`config.mk`:
```
export PLATFORM = sky130hd
export DESIGN_NAME = fpd_lane
export DESIGN_NICKNAME = d
export VERILOG_FILES = /design/src/sv/fpd_pkg.sv /design/src/sv/fpd_lane.sv
export SDC_FILE = /design/constraint.sdc
export NUM_CORES = 1
export LEC_CHECK = 0
export ABC_AREA = 1
export BUFFER_PORTS_ARGS = -buffer_cell sky130_fd_sc_hd__buf_2
export CAP_MARGIN = 20
export CORE_AREA = 2 2 280 282
export CTS_CLUSTER_SIZE = 16
export DETAILED_ROUTE_END_ITERATION = 16
export DIE_AREA = 0 0 282 284
export SLEW_MARGIN = 20
export SYNTH_ARGS = -nofsm -noshare
export SYNTH_HDL_FRONTEND = slang
export SYNTH_SLANG_ARGS = --single-unit
```
`constraint.sdc`:
```
create_clock -name i_clk -period 5.9 [get_ports i_clk]
set_input_delay 0.59 -clock i_clk [delete_from_list [all_inputs] [get_ports i_clk]]
set_output_delay 0.59 -clock i_clk [all_outputs]
set_load 0.02 [all_outputs]
```
`src/sv/fpd_pkg.sv`:
```
`timescale 1ns / 1ps
// ---------------------------------------------------------------------------
// fpd_pkg : shared types and constants
// Register indexes, widths and the lane handoff structs of the duty block.
// ---------------------------------------------------------------------------
package fpd_pkg;
    localparam int SUM_WIDTH = 48;
    localparam int PHASES    = 4;
    localparam int CFG_IDX_W = 3;
    localparam int CFG_DAT_W = 16;

    localparam logic [CFG_IDX_W-1:0] REG_CURRENT_LIMIT = 3'd0;
    localparam logic [CFG_IDX_W-1:0] REG_MAX_DUTY      = 3'd1;
    localparam logic [CFG_IDX_W-1:0] REG_BUS_FLOOR     = 3'd2;
    localparam logic [CFG_IDX_W-1:0] REG_USE_MEAS      = 3'd3;
    localparam logic [CFG_IDX_W-1:0] REG_FIXED_BUS     = 3'd4;

    localparam logic [SUM_WIDTH-1:0] SUM_MAX = {SUM_WIDTH{1'b1}};
    localparam logic [47:0]          ENERGY_MAX = {48{1'b1}};

    typedef enum logic [1:0] {
        ST_IDLE,
        ST_PREP,
        ST_DIV,
        ST_DONE
    } t_state;

    // lane control from the sequencer
    typedef struct packed {
        logic        start;
        logic        acc_en;
        logic [16:0] bus;
        logic signed [34:0] mid;
    } t_lane_ctl;

    // lane status back to the merge stage
    typedef struct packed {
        logic        busy;
        logic        over;
        logic [15:0] duty;
    } t_lane_sts;
endpackage

```
`src/sv/fpd_lane.sv`:
```
`timescale 1ns / 1ps
// ---------------------------------------------------------------------------
// fpd_lane : one phase lane
// Restoring divider for the duty, squared-current accumulator and limit test.
// ---------------------------------------------------------------------------
module fpd_lane
    import fpd_pkg::*;
(
    input  logic                 i_clk,
    input  logic                 i_rst_n,
    input  t_lane_ctl            i_ctl,
    input  logic signed [15:0]   i_cmd,
    input  logic signed [15:0]   i_amp,
    input  logic [14:0]          i_limit,
    output t_lane_sts            o_sts,
    output logic [SUM_WIDTH-1:0] o_sum
);
    // quotient of num / (2*bus) can exceed 16 bits; it is kept at QW bits until the saturation check
    localparam int QW = 36;

    logic [QW-1:0]        r_rem, n_rem;
    logic [QW-1:0]        r_quo, n_quo;
    logic [17:0]          r_den;
    logic [5:0]           r_cnt;
    logic                 r_busy;
    logic                 r_pos;
    logic [SUM_WIDTH-1:0] r_sum;
    logic [31:0]          r_sq;
    logic                 r_sq_en;
    logic signed [35:0]   w_num;
    logic [QW:0]          w_trial;
    logic [16:0]          w_abs;

    assign w_num   = 36'(signed'(i_cmd)) * 36'sd131072 + 36'(i_ctl.mid);
    assign w_trial = {r_rem[QW-1:0], r_quo[QW-1]} - {{(QW-17){1'b0}}, r_den};
    assign w_abs   = i_amp[15] ? 17'(-$signed({i_amp[15], i_amp})) : {1'b0, i_amp};

    always_comb begin
        n_rem = r_rem;
        n_quo = r_quo;
        if (!w_trial[QW]) begin
            n_rem = w_trial[QW-1:0];
            n_quo = {r_quo[QW-2:0], 1'b1};
        end else begin
            n_rem = {r_rem[QW-2:0], r_quo[QW-1]};
            n_quo = {r_quo[QW-2:0], 1'b0};
        end
    end

    always_ff @(posedge i_clk) begin
        if (!i_rst_n) begin
            r_busy  <= 1'b0;
            r_cnt   <= '0;
            r_sum   <= '0;
            r_sq_en <= 1'b0;
        end else begin
            r_sq_en <= i_ctl.start && i_ctl.acc_en;
            if (i_ctl.start) begin
                r_busy <= 1'b1;
                r_cnt  <= 6'(QW);
                r_rem  <= '0;
                r_quo  <= QW'(w_num);
                r_pos  <= (w_num > 0) && (i_ctl.bus != 0);
                r_den  <= {i_ctl.bus, 1'b0};
                r_sq   <= 32'($signed(i_amp) * $signed(i_amp));
            end else if (r_busy) begin
                r_rem <= n_rem;
                r_quo <= n_quo;
                r_cnt <= r_cnt - 6'd1;
                if (r_cnt == 6'd1) begin
                    r_busy <= 1'b0;
                end
            end
            if (r_sq_en) begin
                if (r_sum > SUM_MAX - SUM_WIDTH'(r_sq)) begin
                    r_sum <= SUM_MAX;
                end else begin
                    r_sum <= r_sum + SUM_WIDTH'(r_sq);
                end
            end
        end
    end

    assign o_sts.busy = r_busy || r_sq_en;
    assign o_sts.over = w_abs > {2'b0, i_limit};
    assign o_sts.duty = !r_pos ? 16'd0 : (|r_quo[QW-1:16]) ? 16'hFFFF : r_quo[15:0];
    assign o_sum      = r_sum;
endmodule

```
======== Yosys cells after proc, flatten, opt, wreduce, memory -nomap -nowiden ========
Index checks and enable logic that the tools add are counted.
word-level totals
  bits in registers ....................... 178
  bits of input ports ..................... 103
  output and inout bits ................... 66
  logic and storage cells ................. 45
cells by class
  $add $sub $neg .......................... 6
  multiply operators ...................... 1
  $lt $le $gt $ge ......................... 3
  eq/ne operators ......................... 1
  multiplexer cells ....................... 14
  bitwise operators ....................... 1
  reductions and logical operators ........ 9
operators by type and width
  operator                                                               number
  36-bit two-way mux                                                     4
  48-bit by 32-bit adder with 48-bit output                              1
  48-bit > comparator                                                    1
  48-bit two-way mux                                                     1
  37-bit by 18-bit subtractor with 37-bit output                         1
  33-bit by 35-bit adder with 36-bit output                              1
  36-bit by 1-bit > comparator with 1-bit output, second input constant  1
  1-bit by 33-bit subtractor with 34-bit output, first input constant    1
  16-bit by 16-bit multiplier with 32-bit output                         1
  16-bit two-way mux                                                     2
  20-bit OR reduction                                                    1
  17-bit by 15-bit > comparator with 1-bit output                        1
  17-bit two-way mux                                                     1
  16-bit negation with 17-bit output                                     1
  17-bit nonzero test                                                    1
  6-bit two-way mux                                                      2
  6-bit by 1-bit == test with 1-bit output, second input constant        1
  6-bit by 1-bit subtractor with 6-bit output, second input constant     1
  1-bit two-way mux                                                      4
  2-bit AND reduction                                                    2
  1-bit logical AND                                                      2
  2-bit nonzero test                                                     1
  2-bit OR reduction                                                     1
  1-bit logical OR                                                       1
  1-bit inverter                                                         1

======== Longest topological paths before layout ========
  depth after elaboration ................. 4
  mapped depth ............................ 29
  depth with buffers taken out ............ 27

======== Least setup slack after synthesis ========
No wires, ideal clock.
  kind .................................... input to register
  start point ............................. in i_amp[5]
  end point ............................... reg r_sq[29], data pin
  library setup time ...................... 0.259 ns
  data arrival time ....................... 6.156 ns
  required time ........................... 5.641 ns
  slack ................................... -0.515 ns
  stages .................................. 21
  path buffers ............................ 2
  cell sequence ........................... clkbuf_1 > buf_1 > nand2_1 > fa_1 > inv_1 > fa_1 > inv_1 > fa_1 > inv_1 > fa_1 > fa_1 > inv_1 > fa_1 > inv_1 > ha_1 > nand2_1 > nor2_1 > a221oi_1 > o21ai_0 > a21oi_1 > xnor2_1
on the way
  cells in the longest elaborated chain, start to end .. 1
RTL lines
  what                                            line            text
  from (decl)                                     fpd_lane.sv:13  input logic signed [15:0] i_amp,
  16-bit by 16-bit multiplier with 32-bit output  fpd_lane.sv:65  r_sq <= 32'($signed(i_amp) * $signed(i_amp));
  to (signal assigned)                            fpd_lane.sv:65
  to (decl)                                       fpd_lane.sv:28  logic [31:0] r_sq;
No other way between the ends.
A chain may end at the register's enable or synchronous reset.

======== Worst setup path after layout ========
  start point ............................. in i_amp[15]
  end point ............................... reg r_sq[25], data pin
The elaborated chain is that of the path after synthesis.

==> reports/metrics.yaml <==
min_period_ns: 5.707
synth.distinct_cells: 52
synth-edff-count: 121
cpMostUsedCell: "fa_1"
yosysTopAreaCell: "fa_1"
synth_top_family_by_area: "adder cells"
netlist_area_sq_um: 22930
clock-sinks: 177
drive_gt1_frac: 0.1351
start_util: 0.2980
dieHeight_um: 284
grt_pass1_wl_um: 99770
yosysWarnings: 0
synth_fa_ha_area_frac: 0.3064
vias_per_cell: 4.427
grt_overflow: 0
antenna_left: 0
dp_slack_ns: -0.3085
status: "complete, no violations"
crit_path_end_kind: "flip-flop"
hold_path.class: "input pin to flip-flop"
ys_ff_latch: 177
skew_ns: 0.01412
finalHoldViolCount: 0
worstPathMaxFanout: 14
power.leakage_nw: 14.14
synth_compound_area_frac: 0.09171
ir_worst_vdd_mv: 0.7082
h-tree-depth: 4
port_buffers: 168
grt.total_usage: 0.1548
grt_pass1_vias: 19542
drt-initial-drc-count: 1127
first_pass_iters: 5
num_rows: 102
hold-path-endpoint: "r_den[4]"
ff2ff_path_depth: 11
slowest_delay_ns: 0.57
grt_max_degree: 73
crit_chain: "clkbuf_4, buf_4, nand2_1, inv_1, fa_2, inv_2, fa_1, inv_1, fa_1, fa_1, fa_1, inv_1, fa_1, inv_1, ha_1, a21oi_1, o21ai_0, a21oi_1, nand3_1, buf_4, xor2_1"
multiInputGateArea_sq_um: 15180
synthTopCellsByCount: "inv_1, nand2_1, nor2_1"
fill_cells: 8265
synthesis.nets: 3631
slew_violations: 0
r2r_slack_ns: 2.52
synth.area.mux_share: 0
antenna_found_initial: 0
layout.nets: 3960
cap_viol_max_count: 0
num_io_pins: 169
worstHoldPathCells: 1
die_x_um: 282
vias: 19877
regToRegEndpoint: "r_rem[9]"
syn2layout_area_growth_pct: 18.18
slew_headroom: 0.3148
timing.rr.start: "r_rem[14]"
cp_top_family: "adder cells"
crit_buf_inv: 8
ys_seq_area_frac: 0.2073
worstPathRequired_ns: 6.11
regArea_sq_um: 4756
fmax_ghz: 0.1752
clkTransAtPathRegs_ns: 0.07
hold_path.startpoint: "i_ctl[38]"
slowest_stage: "fa_2"
setup_tns_ns: 0
fin_ws_ns: 0.1929
ctsHoldBuffers: 0
yosys.area_share.simple: 0.2224
routabilityCongestion: 0.9489
drc_errors: 0
critPathArrivalTime_ns: 5.91
ys.flop_type: "edfxtp_1"
path_class: "input pin to flip-flop"
clockBufferDepth: 2
cts_made_buffers: 17
wl_per_cell_um: 13.87
setup_violations: 0
syn_inst: 3108
clkLatencyLatePin_ns: 0.46
start_kind: "input pin"
syn_avg_cell_area_sq_um: 7.379
cts_tree: "done"
tightest_slew_ns: 1.028
synth-xor-area-share: 0.03819
wl_um: 62260
synthArstFlopShare: 0
design.core.area_sq_um: 76960
rsz0062_at_grt: "yes"
root_buffer: "clkbuf_16"
dp_hpwl_um: 52890
synth.most_common_cell: "inv_1"
dieArea_sq_um: 80090
synth_top_area_frac: 0.2060
period_share: 0.9673
antennaDiodeCount: 0
power.density_nw_per_um2: 691.8
synth.area.top_cells: "fa_1, edfxtp_1, inv_1"
-- how the worst max path moves through the flow --
stage / start / to / slack, ns / cells past startpoint
floorplan: i_amp[15] / r_sq[29] / -0.02 / 21
global placement: i_amp[15] / r_sq[29] / -0.24 / 21
detailed placement: i_amp[15] / r_sq[28] / -0.31 / 23
CTS: i_amp[15] / r_sq[28] / 0.17 / 23
global route: i_amp[15] / r_sq[29] / -0.01 / 21
finish: i_amp[15] / r_sq[25] / 0.19 / 21
-- cell families (layout without fill, tap and decap cells) --
| family | count (synthesis) | count (layout) |
|---|---|---|
| xor gates and xnor gates | 100 | 100 |
| AOI/OAI and AO/OA | 381 | 381 |
| adders and majority gates | 420 | 420 |
| DFF | 177 | 177 |
| and+or+nand+nor | 1222 | 1222 |
| buffers and inverters | 808 | 1150 |
-- sequential cells by signal, summed over array words and instances, names as in the netlist --
name	cells
r_cnt	6
r_busy	1
r_sq_en	1
o_sum	48
r_den	17
r_rem	36
r_quo	36
r_pos	1
r_sq	31
-- metal layers --
layer	routed length [um]	share of wire	track usage	vias up
li1	-	-	-	10249
met1	28770	0.46	0.2044	9246
met2	29840	0.48	0.2663	345
met3	2984	0.048	0.02561	37
met4	661	0.011	0.02793	0
met5	0	0	0	-
-- cell type report --
type,count,share of cell area
multi-input cells,2123,0.5599
clock buffers,19,0.01634
clock inverters,13,0.005909
inverters,739,0.1023
well taps,1040,0.04801
flip-flops and latches,177,0.1755
repair buffers,379,0.09196
-- worst register-to-register path: stages, from the launching register on --
cell and delay [ns]:
edfxtp_1 0.39, ha_1 0.37, a21oi_1 0.24, o21ai_0 0.19, nand2_1 0.11, nand2_1 0.07
a21oi_1 0.24, nand4_1 0.14, nand2_2 0.67, inv_2 0.41, a21oi_1 0.24, nor2_1 0.07
-- where the power goes --
group,switching (mW),internal [mW]
clock network,0.508,0.678
logic,7.93,7.43
registers,0.136,2.07
-- through the flow --
stage	cells	instance area [sq um]	utilization	total power, mW	hold WS (ns)
global route	4490	27100	0.3522	20.90	0.3109
global placement	4455	26430	0.3434	17.43	0.4768
finish	4490	27100	0.3522	18.75	0.3272
floorplan	3108	23030	-	11.14	0.4575
detailed placement	4455	26430	0.3434	17.53	0.4814
CTS	4487	27030	0.3512	18.79	0.3028
-- placed cells by master (no fill, tap or decap), types with 38 or more instances in the layout --
| master | count |
|---|---|
| xor2_1 | 62 |
| nand4_1 | 38 |
| a21oi_1 | 166 |
| nand2_1 | 653 |
| fa_1 | 232 |
| ha_1 | 182 |
| nor2_1 | 320 |
| nand3_1 | 104 |
| buf_2 | 166 |
| inv_1 | 732 |
| xnor2_1 | 38 |
| nor3_1 | 45 |
| buf_4 | 206 |
| o21ai_0 | 127 |
| dfxtp_1 | 55 |
| edfxtp_1 | 121 |
-- what timing repair did --
| item | 4_1_cts | 5_1_grt |
|---|---|---|
| buffers inserted | 0 | 3 |
| endpoints found under the setup margin | 0 | 8 |
| gates resized for setup | 0 | 10 |
No activity file was read; power rests on OpenSTA's default activity.
